===== src/hw/rtl/h2r_pkg.sv =====
package h2r_pkg;

  // hue offset that lifts any 16-bit hue to a positive multiple-of-turn shift
  localparam int unsigned HueTurn   = 5760;
  localparam int unsigned HueSixth  = 960;
  localparam logic [16:0] HueLift   = 17'(6 * HueTurn);
  localparam logic [8:0]  Q8One     = 9'd256;
  // reciprocals for the two small constant divisions
  localparam logic [12:0] RecipBy15 = 13'd4370;   // ceil(2^16 / 15)
  localparam logic [5:0]  RecipBy6  = 6'd43;      // ceil(2^8 / 6)
  localparam logic [9:0]  SixthW    = 10'(HueSixth);

  // the six 60 degree sectors, named by the two channels that carry c and x
  typedef enum logic [2:0] {
    SEC_RED_YEL = 3'd0,
    SEC_YEL_GRN = 3'd1,
    SEC_GRN_CYA = 3'd2,
    SEC_CYA_BLU = 3'd3,
    SEC_BLU_MAG = 3'd4,
    SEC_MAG_RED = 3'd5
  } sector_t;

  // after hue split and chroma product
  typedef struct packed {
    logic [16:0] vs;      // v*s, Q16
    logic [9:0]  r;       // remainder within the sixth
    logic [6:0]  k;       // index of the sixth on the lifted hue
    logic [3:0]  q6;      // k / 6
    logic [8:0]  v;
  } split_t;

  // channel numerators over 65536*960
  typedef struct packed {
    sector_t     sector;
    logic [25:0] cn;
    logic [25:0] xn;
    logic [25:0] mn;
  } numer_t;

  // clamp a signed q8 value to 0..256
  function automatic logic [8:0] clamp_q8(input logic signed [9:0] x);
    logic [8:0] res;
    if (x < 0) begin
      res = '0;
    end else if (x > $signed({1'b0, Q8One})) begin
      res = Q8One;
    end else begin
      res = x[8:0];
    end
    return res;
  endfunction

endpackage


===== src/hw/rtl/h2r_if.sv =====
interface hsv_if;
  logic               valid;
  logic               ready;
  logic signed [15:0] hue;
  logic signed [9:0]  saturation;
  logic signed [9:0]  brightness;

  modport source (output valid, hue, saturation, brightness, input ready);
  modport sink (input valid, hue, saturation, brightness, output ready);
endinterface

interface rgb_if;
  logic       valid;
  logic       ready;
  logic [7:0] red;
  logic [7:0] green;
  logic [7:0] blue;

  modport source (output valid, red, green, blue, input ready);
  modport sink (input valid, red, green, blue, output ready);
endinterface


===== src/hw/rtl/h2r_split.sv =====
module h2r_split (
  input  logic            clk,
  input  logic            rst,
  hsv_if.sink             hsv_in,
  output logic            out_valid,
  input  logic            out_ready,
  output h2r_pkg::split_t out_data
);
  import h2r_pkg::*;

  // stage 1 registers
  logic        s1_valid;
  logic [16:0] s1_u;
  logic [6:0]  s1_k;
  logic [8:0]  s1_s;
  logic [8:0]  s1_v;
  // stage 2 registers
  logic        s2_valid;
  split_t      s2;

  logic        s1_en;
  logic        s2_en;
  logic [16:0] u_next;
  logic [23:0] k_prod;
  logic [16:0] k960;
  logic [16:0] r_full;
  logic [11:0] q6_prod;

  // stall control, each stage moves when empty or drained
  assign s2_en        = !s2_valid || out_ready;
  assign s1_en        = !s1_valid || s2_en;
  assign hsv_in.ready = s1_en;

  // lift hue positive, sixth index k = floor(u / 960) = floor((u >> 6) / 15)
  assign u_next = 17'(hsv_in.hue) + HueLift;
  assign k_prod = {13'd0, u_next[16:6]} * {11'd0, RecipBy15};

  // remainder within the sixth and k / 6
  assign k960    = {s1_k, 10'd0} - {4'd0, s1_k, 6'd0};
  assign r_full  = s1_u - k960;
  assign q6_prod = {5'd0, s1_k} * {6'd0, RecipBy6};

  always_ff @(posedge clk) begin
    if (rst) begin
      s1_valid <= 1'b0;
      s2_valid <= 1'b0;
    end else begin
      if (s1_en) begin
        s1_valid <= hsv_in.valid;
      end
      if (s2_en) begin
        s2_valid <= s1_valid;
      end
    end
  end

  // payload
  always_ff @(posedge clk) begin
    if (s1_en && hsv_in.valid) begin
      s1_u <= u_next;
      s1_k <= k_prod[22:16];
      s1_s <= clamp_q8(hsv_in.saturation);
      s1_v <= clamp_q8(hsv_in.brightness);
    end
    if (s2_en && s1_valid) begin
      s2.vs <= {8'd0, s1_v} * {8'd0, s1_s};
      s2.r  <= r_full[9:0];
      s2.k  <= s1_k;
      s2.q6 <= q6_prod[11:8];
      s2.v  <= s1_v;
    end
  end

  assign out_valid = s2_valid;
  assign out_data  = s2;

endmodule


===== src/hw/rtl/h2r_ramp.sv =====
module h2r_ramp (
  input  logic            clk,
  input  logic            rst,
  input  logic            in_valid,
  output logic            in_ready,
  input  h2r_pkg::split_t in_data,
  output logic            out_valid,
  input  logic            out_ready,
  output h2r_pkg::numer_t out_data
);
  import h2r_pkg::*;

  // stage 3 registers
  logic        s3_valid;
  sector_t     s3_sector;
  logic [16:0] s3_vs;
  logic [9:0]  s3_t;
  logic [25:0] s3_cn;
  logic [25:0] s3_vbase;
  // stage 4 registers
  logic        s4_valid;
  numer_t      s4;

  logic        s3_en;
  logic        s4_en;
  logic [6:0]  sec_diff;
  logic [9:0]  t_next;
  logic [26:0] xn_prod;

  assign s4_en    = !s4_valid || out_ready;
  assign s3_en    = !s3_valid || s4_en;
  assign in_ready = s3_en;

  // sector = k mod 6, ramp falls in odd sixths
  assign sec_diff = in_data.k - {1'b0, in_data.q6, 2'b00} - {2'b00, in_data.q6, 1'b0};
  assign t_next   = in_data.k[0] ? (SixthW - in_data.r) : in_data.r;

  // x numerator, v*s*t
  assign xn_prod = {10'd0, s3_vs} * {17'd0, s3_t};

  always_ff @(posedge clk) begin
    if (rst) begin
      s3_valid <= 1'b0;
      s4_valid <= 1'b0;
    end else begin
      if (s3_en) begin
        s3_valid <= in_valid;
      end
      if (s4_en) begin
        s4_valid <= s3_valid;
      end
    end
  end

  always_ff @(posedge clk) begin
    if (s3_en && in_valid) begin
      s3_sector <= sector_t'(sec_diff[2:0]);
      s3_vs     <= in_data.vs;
      s3_t      <= t_next;
      // c = v*s*960 and v*256*960 as shift-add
      s3_cn     <= {in_data.vs[15:0], 10'd0} - {3'd0, in_data.vs, 6'd0};
      s3_vbase  <= {in_data.v[7:0], 18'd0} - {3'd0, in_data.v, 14'd0};
    end
    if (s4_en && s3_valid) begin
      s4.sector <= s3_sector;
      s4.cn     <= s3_cn;
      s4.xn     <= xn_prod[25:0];
      s4.mn     <= s3_vbase - s3_cn;
    end
  end

  assign out_valid = s4_valid;
  assign out_data  = s4;

endmodule


===== src/hw/rtl/h2r_mix.sv =====
module h2r_mix (
  input  logic            clk,
  input  logic            rst,
  input  logic            in_valid,
  output logic            in_ready,
  input  h2r_pkg::numer_t in_data,
  rgb_if.source           rgb_out
);
  import h2r_pkg::*;

  logic        s5_valid;
  logic [7:0]  s5_red;
  logic [7:0]  s5_green;
  logic [7:0]  s5_blue;

  logic        s5_en;
  logic [25:0] r1;
  logic [25:0] g1;
  logic [25:0] b1;
  logic [25:0] r_num;
  logic [25:0] g_num;
  logic [25:0] b_num;
  logic [30:0] r_scl;
  logic [30:0] g_scl;
  logic [30:0] b_scl;

  assign s5_en    = !s5_valid || rgb_out.ready;
  assign in_ready = s5_en;

  // place c and x on the channels by sector
  always_comb begin
    r1 = '0;
    g1 = '0;
    b1 = '0;
    unique case (in_data.sector)
      SEC_RED_YEL: begin r1 = in_data.cn; g1 = in_data.xn; end
      SEC_YEL_GRN: begin r1 = in_data.xn; g1 = in_data.cn; end
      SEC_GRN_CYA: begin g1 = in_data.cn; b1 = in_data.xn; end
      SEC_CYA_BLU: begin g1 = in_data.xn; b1 = in_data.cn; end
      SEC_BLU_MAG: begin r1 = in_data.xn; b1 = in_data.cn; end
      SEC_MAG_RED: begin r1 = in_data.cn; b1 = in_data.xn; end
      default: begin end
    endcase
  end

  // 255 / (65536*960) = 17 / 2^22, so scale by 17 and drop 22 bits
  assign r_num = r1 + in_data.mn;
  assign g_num = g1 + in_data.mn;
  assign b_num = b1 + in_data.mn;
  assign r_scl = {1'b0, r_num, 4'd0} + {5'd0, r_num};
  assign g_scl = {1'b0, g_num, 4'd0} + {5'd0, g_num};
  assign b_scl = {1'b0, b_num, 4'd0} + {5'd0, b_num};

  always_ff @(posedge clk) begin
    if (rst) begin
      s5_valid <= 1'b0;
    end else if (s5_en) begin
      s5_valid <= in_valid;
    end
  end

  always_ff @(posedge clk) begin
    if (s5_en && in_valid) begin
      s5_red   <= r_scl[29:22];
      s5_green <= g_scl[29:22];
      s5_blue  <= b_scl[29:22];
    end
  end

  assign rgb_out.valid = s5_valid;
  assign rgb_out.red   = s5_red;
  assign rgb_out.green = s5_green;
  assign rgb_out.blue  = s5_blue;

endmodule


===== src/hw/rtl/hsv_to_rgb_converter_top.sv =====
// HSV to RGB colour converter, one pixel per beat.
// hsv_in carries hue (signed, 1/16 degree, wrapped into one turn), saturation
// and brightness (signed Q8, clamped to 0..256). rgb_out carries 8-bit red,
// green and blue, each floor(255 * (channel + m)), computed exactly.
// Both channels use valid/ready; a beat moves when both are high.
// One register stage each lies between an accepted input beat and the result
// on rgb_out, in order: hue split, remainder and chroma, sector and ramp,
// ramp product, and channel mix into the output register.
// Throughput: one pixel per cycle, limited by nothing but the handshake.
// Each stage holds its own valid bit and advances when empty or when the
// stage after it moves, so a stalled receiver fills bubbles first and only
// then backs up to hsv_in.ready; no beat is dropped or repeated.
// Reset (rst, synchronous) empties all stages; there is no other state.
module hsv_to_rgb_converter_top (
  input  logic  clk,
  input  logic  rst,
  hsv_if.sink   hsv_in,
  rgb_if.source rgb_out
);
  import h2r_pkg::*;

  logic   split_valid;
  logic   split_ready;
  split_t split_data;
  logic   numer_valid;
  logic   numer_ready;
  numer_t numer_data;

  // hue split, clamp and chroma product
  h2r_split u_split (
    .clk       (clk),
    .rst       (rst),
    .hsv_in    (hsv_in),
    .out_valid (split_valid),
    .out_ready (split_ready),
    .out_data  (split_data)
  );

  // sector, ramp and channel numerators
  h2r_ramp u_ramp (
    .clk       (clk),
    .rst       (rst),
    .in_valid  (split_valid),
    .in_ready  (split_ready),
    .in_data   (split_data),
    .out_valid (numer_valid),
    .out_ready (numer_ready),
    .out_data  (numer_data)
  );

  // channel placement and scaling to 8 bits
  h2r_mix u_mix (
    .clk      (clk),
    .rst      (rst),
    .in_valid (numer_valid),
    .in_ready (numer_ready),
    .in_data  (numer_data),
    .rgb_out  (rgb_out)
  );

endmodule

===== src/flat_wrapper.sv =====
// flat-port wrapper written by rule: the top's interface ports become plain ports
module hsv_to_rgb_converter_top_flat import h2r_pkg::*;
  (clk, rst, hsv_in_valid, hsv_in_hue, hsv_in_saturation, hsv_in_brightness, hsv_in_ready, rgb_out_valid, rgb_out_red, rgb_out_green, rgb_out_blue, rgb_out_ready);
  hsv_if hsv_in_i ();
  rgb_if rgb_out_i ();
  input  logic clk;
  input  logic rst;
  input wire logic [$bits(hsv_in_i.valid)-1:0] hsv_in_valid;
  input wire logic [$bits(hsv_in_i.hue)-1:0] hsv_in_hue;
  input wire logic [$bits(hsv_in_i.saturation)-1:0] hsv_in_saturation;
  input wire logic [$bits(hsv_in_i.brightness)-1:0] hsv_in_brightness;
  output wire logic [$bits(hsv_in_i.ready)-1:0] hsv_in_ready;
  output wire logic [$bits(rgb_out_i.valid)-1:0] rgb_out_valid;
  output wire logic [$bits(rgb_out_i.red)-1:0] rgb_out_red;
  output wire logic [$bits(rgb_out_i.green)-1:0] rgb_out_green;
  output wire logic [$bits(rgb_out_i.blue)-1:0] rgb_out_blue;
  input wire logic [$bits(rgb_out_i.ready)-1:0] rgb_out_ready;
  assign hsv_in_i.valid = hsv_in_valid;
  assign hsv_in_i.hue = hsv_in_hue;
  assign hsv_in_i.saturation = hsv_in_saturation;
  assign hsv_in_i.brightness = hsv_in_brightness;
  assign hsv_in_ready = hsv_in_i.ready;
  assign rgb_out_valid = rgb_out_i.valid;
  assign rgb_out_red = rgb_out_i.red;
  assign rgb_out_green = rgb_out_i.green;
  assign rgb_out_blue = rgb_out_i.blue;
  assign rgb_out_i.ready = rgb_out_ready;
  hsv_to_rgb_converter_top u_core (.clk(clk), .rst(rst), .hsv_in(hsv_in_i), .rgb_out(rgb_out_i));
endmodule

===== config.mk =====
export PLATFORM = sky130hd
export DESIGN_NAME = hsv_to_rgb_converter_top_flat
export DESIGN_NICKNAME = d
export VERILOG_FILES = /design/src/hw/rtl/h2r_pkg.sv /design/src/hw/rtl/h2r_if.sv /design/src/hw/rtl/h2r_split.sv /design/src/hw/rtl/h2r_ramp.sv /design/src/hw/rtl/h2r_mix.sv /design/src/hw/rtl/hsv_to_rgb_converter_top.sv /design/src/flat_wrapper.sv
export SDC_FILE = /design/constraint.sdc
export NUM_CORES = 1
export LEC_CHECK = 0
export BUFFER_PORTS_ARGS = -buffer_cell sky130_fd_sc_hd__buf_2
export CORE_ASPECT_RATIO = 0.75
export CORE_MARGIN = 10
export CORE_UTILIZATION = 30
export CTS_CLUSTER_SIZE = 8
export DETAILED_ROUTE_END_ITERATION = 6
export GPL_TIMING_DRIVEN = 0
export MAX_ROUTING_LAYER = met4
export PLACE_DENSITY = 0.51
export SLEW_MARGIN = 5
export SYNTH_ARGS = -nofsm -noshare
export SYNTH_HDL_FRONTEND = slang
export SYNTH_SLANG_ARGS = --single-unit

===== constraint.sdc =====
create_clock -name clk -period 19.8 [get_ports clk]
set_clock_uncertainty 0.1 [all_clocks]
set_input_delay 3.96 -clock clk [delete_from_list [all_inputs] [get_ports clk]]
set_output_delay 3.96 -clock clk [all_outputs]
set_load 0.005 [all_outputs]

==> out/results.txt <==
outcome = completed
count of pins on the block boundary = 66
CORE AREA = 80,100 um^2
Sw Pwr = 1190 uW
clock buffer count from CTS = 36
Fillers = 8,063
worst setup path class = in -> out
register bit total from synthesis = 234
maximum vdd ir drop = 0.0638 mV
DRT Pass-1 Iters = 6
maximum number of pins on one net before global-route repair = 30
data arrival at the endpoint of the critical path = 5.33 ns
worst-path maximum fanout = 6
peak per-stage delay on the critical path = 0.38 ns
height of the die = 266 um
Power, Total = 2970 uW
post-cts sizing count = 0
count of unresolved DRC violations after routing = 0
sequential cell area fraction in the yosys report = 28.9%
Vias = 17.3k
worst-path cell with the longest stage delay = clkbuf_1
CP dominant cell by count = buf_2
area of the die = 92,400 um^2
area of the mapped netlist = 24,100 um^2
gr ovfl total = 0
H-tree lvl count = 2
top cells by area in the synthesized netlist = edfxtp_1 (28%), ha_1 (16%), fa_1 (15%), inv_1 (5.3%), xnor2_1 (5.2%)
Critical Path Sink Type = output pin
Post-CTS Setup Repair Bufs = 0
part of the total power dissipated in sequential elements = 25.4%
cell chain of the critical path = buf_2 -> nor2b_1 -> and3_1 -> clkbuf_1 -> nand3_1 -> buf_2
leakage dissipation = 0.0122 uW
clk sinks = 234
# hold bufs at CTS = 0
via count of the first global-routing pass = 17.9k
count of buffers inserted at the top-level ports = 65
routed wirelength normalized by instance count = 16.4 um
share of post-route cells with drive strength above 1 = 5.75%
max frequency = 106 MHz
Via-to-Cell Ratio = 4.82
total of max-cap violations = 0
clock tree from TritonCTS = yes
critical path's top delay family = simple AND/OR/NAND/NOR gates
gp weighted congestion = 0.895
unrepaired setup endpoints after global routing = no
Slew HR = 49.3%
Root Buffer = clkbuf_16
min cycle time layout = 9.39 ns
internal power of the cells = 1780 uW
number of antenna violations at the first check in global routing = 0
Hold/Removal Path Class = reg -> reg
most frequent cells after synthesis = inv_1 (340), ha_1 (315), edfxtp_1 (229)
number of synthesized flops with an enable pin = 229
average size of a mapped cell = 10.1 um^2
utilization of the core after routing = 33.8%
post-synthesis cell count = 2,397
Tot GR Track Use = 13.1%
Clock Pin Slew Worst Setup and Hold Paths = 0.05 ns
area added between synthesis and finish = 12.1%
starting DRC count in detailed routing = 1,046
required time at the endpoint of the critical path = 15.74 ns
top flip-flop cell by instance count after synthesis = edfxtp_1
fraction of synthesis flops using an asynchronous set or reset pin = 0%
cell type with the largest total area after synthesis = edfxtp_1
fraction of power consumed by the clock network = 20.1%
number of distinct library cells after synthesis = 78
Post-Synthesis Net Count = 2,937
category of the worst setup path launch point = primary input
Starting Density = 30.2%
final count of negative-setup-slack endpoints = 0
yosys warns = 0
first-pass GRT wire length = 95,900 um
number of antenna repair diodes = 0
Cell Rows = 90
worst path bufs/invs = 3
clock latency on the worst-skew pair = 0.56 ns
proportion of netlist area held by the largest area contributor = 28.5%
final antenna-violating net count = 0
number of pins with negative max-slew slack in the final report = 0
number of nets at the end of the flow = 3,048
Setup Total Neg Slack = 0 ns
crit share post-route = 47.4%
Chip Width = 348 um
transition time of the tightest slew-check pin = 0.756 ns
Hold Vio Cnt, Final = 0
power density cells = 110 nW/um^2
most common cell in the synthesized netlist = inv_1
number of buffers on the longest clock path = 3
Switching Fraction = 40.0%
power share of the combinational group = 54.4%
HPWL after detailed placement = 48,300 um
total wire length = 58,700 um
## state kept, by name, summed over array words and instances, names as in the netlist, 10 cells and up
name                     flops
u_core.u_ramp.out_data      68
u_core.u_split.out_data     41
u_core.u_ramp.s3_cn         19
u_core.u_ramp.s3_vs         17
u_core.u_ramp.s3_vbase      12
u_core.u_ramp.s3_t          10
u_core.u_split.s1_u         10
## metal layers
layer | up-vias | share of wire [%] | wire (um) | GRT usage (%)
met4 | 0 | 1.5 | 873 | 2.82
met2 | 338 | 44 | 25600 | 19.9
met1 | 8441 | 51 | 29700 | 18.5
met3 | 52 | 4.2 | 2480 | 1.82
met5 | - | 0 | 0 | -
li1 | 8445 | - | - | -
## per-stage QoR
step,cell area (um^2),setup WS (ns),hold WS (ns),std cells
floorplan,24100,10.11,0.300,2397
global placement,25800,7.78,0.306,3520
detailed placement,26000,10.40,0.311,3528
CTS,27100,10.38,0.323,3581
global route,27100,10.21,0.329,3581
finish,27100,10.41,0.318,3581
## power by group through the flow
stage / registers, uW / logic, uW / clock network, uW
floorplan: 735 / 1270 / 0
global placement: 767 / 1590 / 0
detailed placement: 766 / 1620 / 0
CTS: 757 / 1640 / 621
global route: 761 / 1870 / 641
finish: 755 / 1620 / 598
## layout by cell type, fill, tap and decap left out, drive strengths merged, types with 4 or more instances in the layout
cell type  count
a2111oi        7
a211o          5
a211oi        14
a21boi         8
a21o          63
a21oi        106
a221o          4
a22o          56
a22oi          7
a31o           4
a31oi         18
a41oi          4
and2         168
and3          15
buf           76
clkbuf       101
dfxtp          5
edfxtp       229
fa           185
ha           315
inv          342
nand2        178
nand2b        21
nand3         36
nand4         11
nor2          97
nor2b         26
nor3          34
nor4           6
o21a          24
o21ai         64
o21bai        17
o31a           5
o31ai         13
or2            7
or3           10
xnor2        144
xor2          46
## cells by family (layout without fill, tap and decap cells)
group	Yosys count	in the layout	synth area share [%]
AO/OA/AOI/OAI	449	449	13.0
XOR/XNOR	191	191	6.99
adder cells (fa/ha/maj)	500	500	31.7
buffers and inverters	397	523	6.18
flip-flops	234	234	28.9
multiplexers	3	3	0.124
AND/OR/NAND/NOR	623	623	13.2
## worst reg2reg max path: cells and delay by family (launching register included)
| family | cells | cell delay [ns] |
|---|---|---|
| DFF | 1 | 0.32 |
| and+or+nand+nor | 1 | 0.15 |
| buffers and inverters | 7 | 1.27 |
| adders and majority gates | 6 | 2.81 |
| AOI/OAI and AO/OA | 8 | 2.04 |
| xor gates and xnor gates | 1 | 0.24 |
## layout make-up
type / count / area [um^2] / area share, %
tap: 1058 / 1320 / 4.89
multi-input combinational: 1766 / 15700 / 58.1
clock buffer: 47 / 963 / 3.56
clock inverter: 6 / 108 / 0.397
sequential: 234 / 6980 / 25.8
buffer: 57 / 216 / 0.799
timing repair buffer: 73 / 488 / 1.80
inverter: 340 / 1280 / 4.71
## final timing paths
kind | to | cells after the start | start | slack, ns
worst max-delay path | hsv_in_ready | 6 | rgb_out_ready | 10.41
worst min-delay path | u_core.u_split.out_data[23]$_DFFE_PP_ | 0 | u_core.u_split.s1_u[3]$_DFFE_PP_ | 0.32
worst max register to register | u_core.u_ramp.out_data[49]$_DFFE_PP_ | 23 | u_core.u_ramp.s3_t[2]$_DFFE_PP_ | 12.61
worst min register to register | u_core.u_split.out_data[23]$_DFFE_PP_ | 0 | u_core.u_split.s1_u[3]$_DFFE_PP_ | 0.32
(Power assumes the default switching activity.)
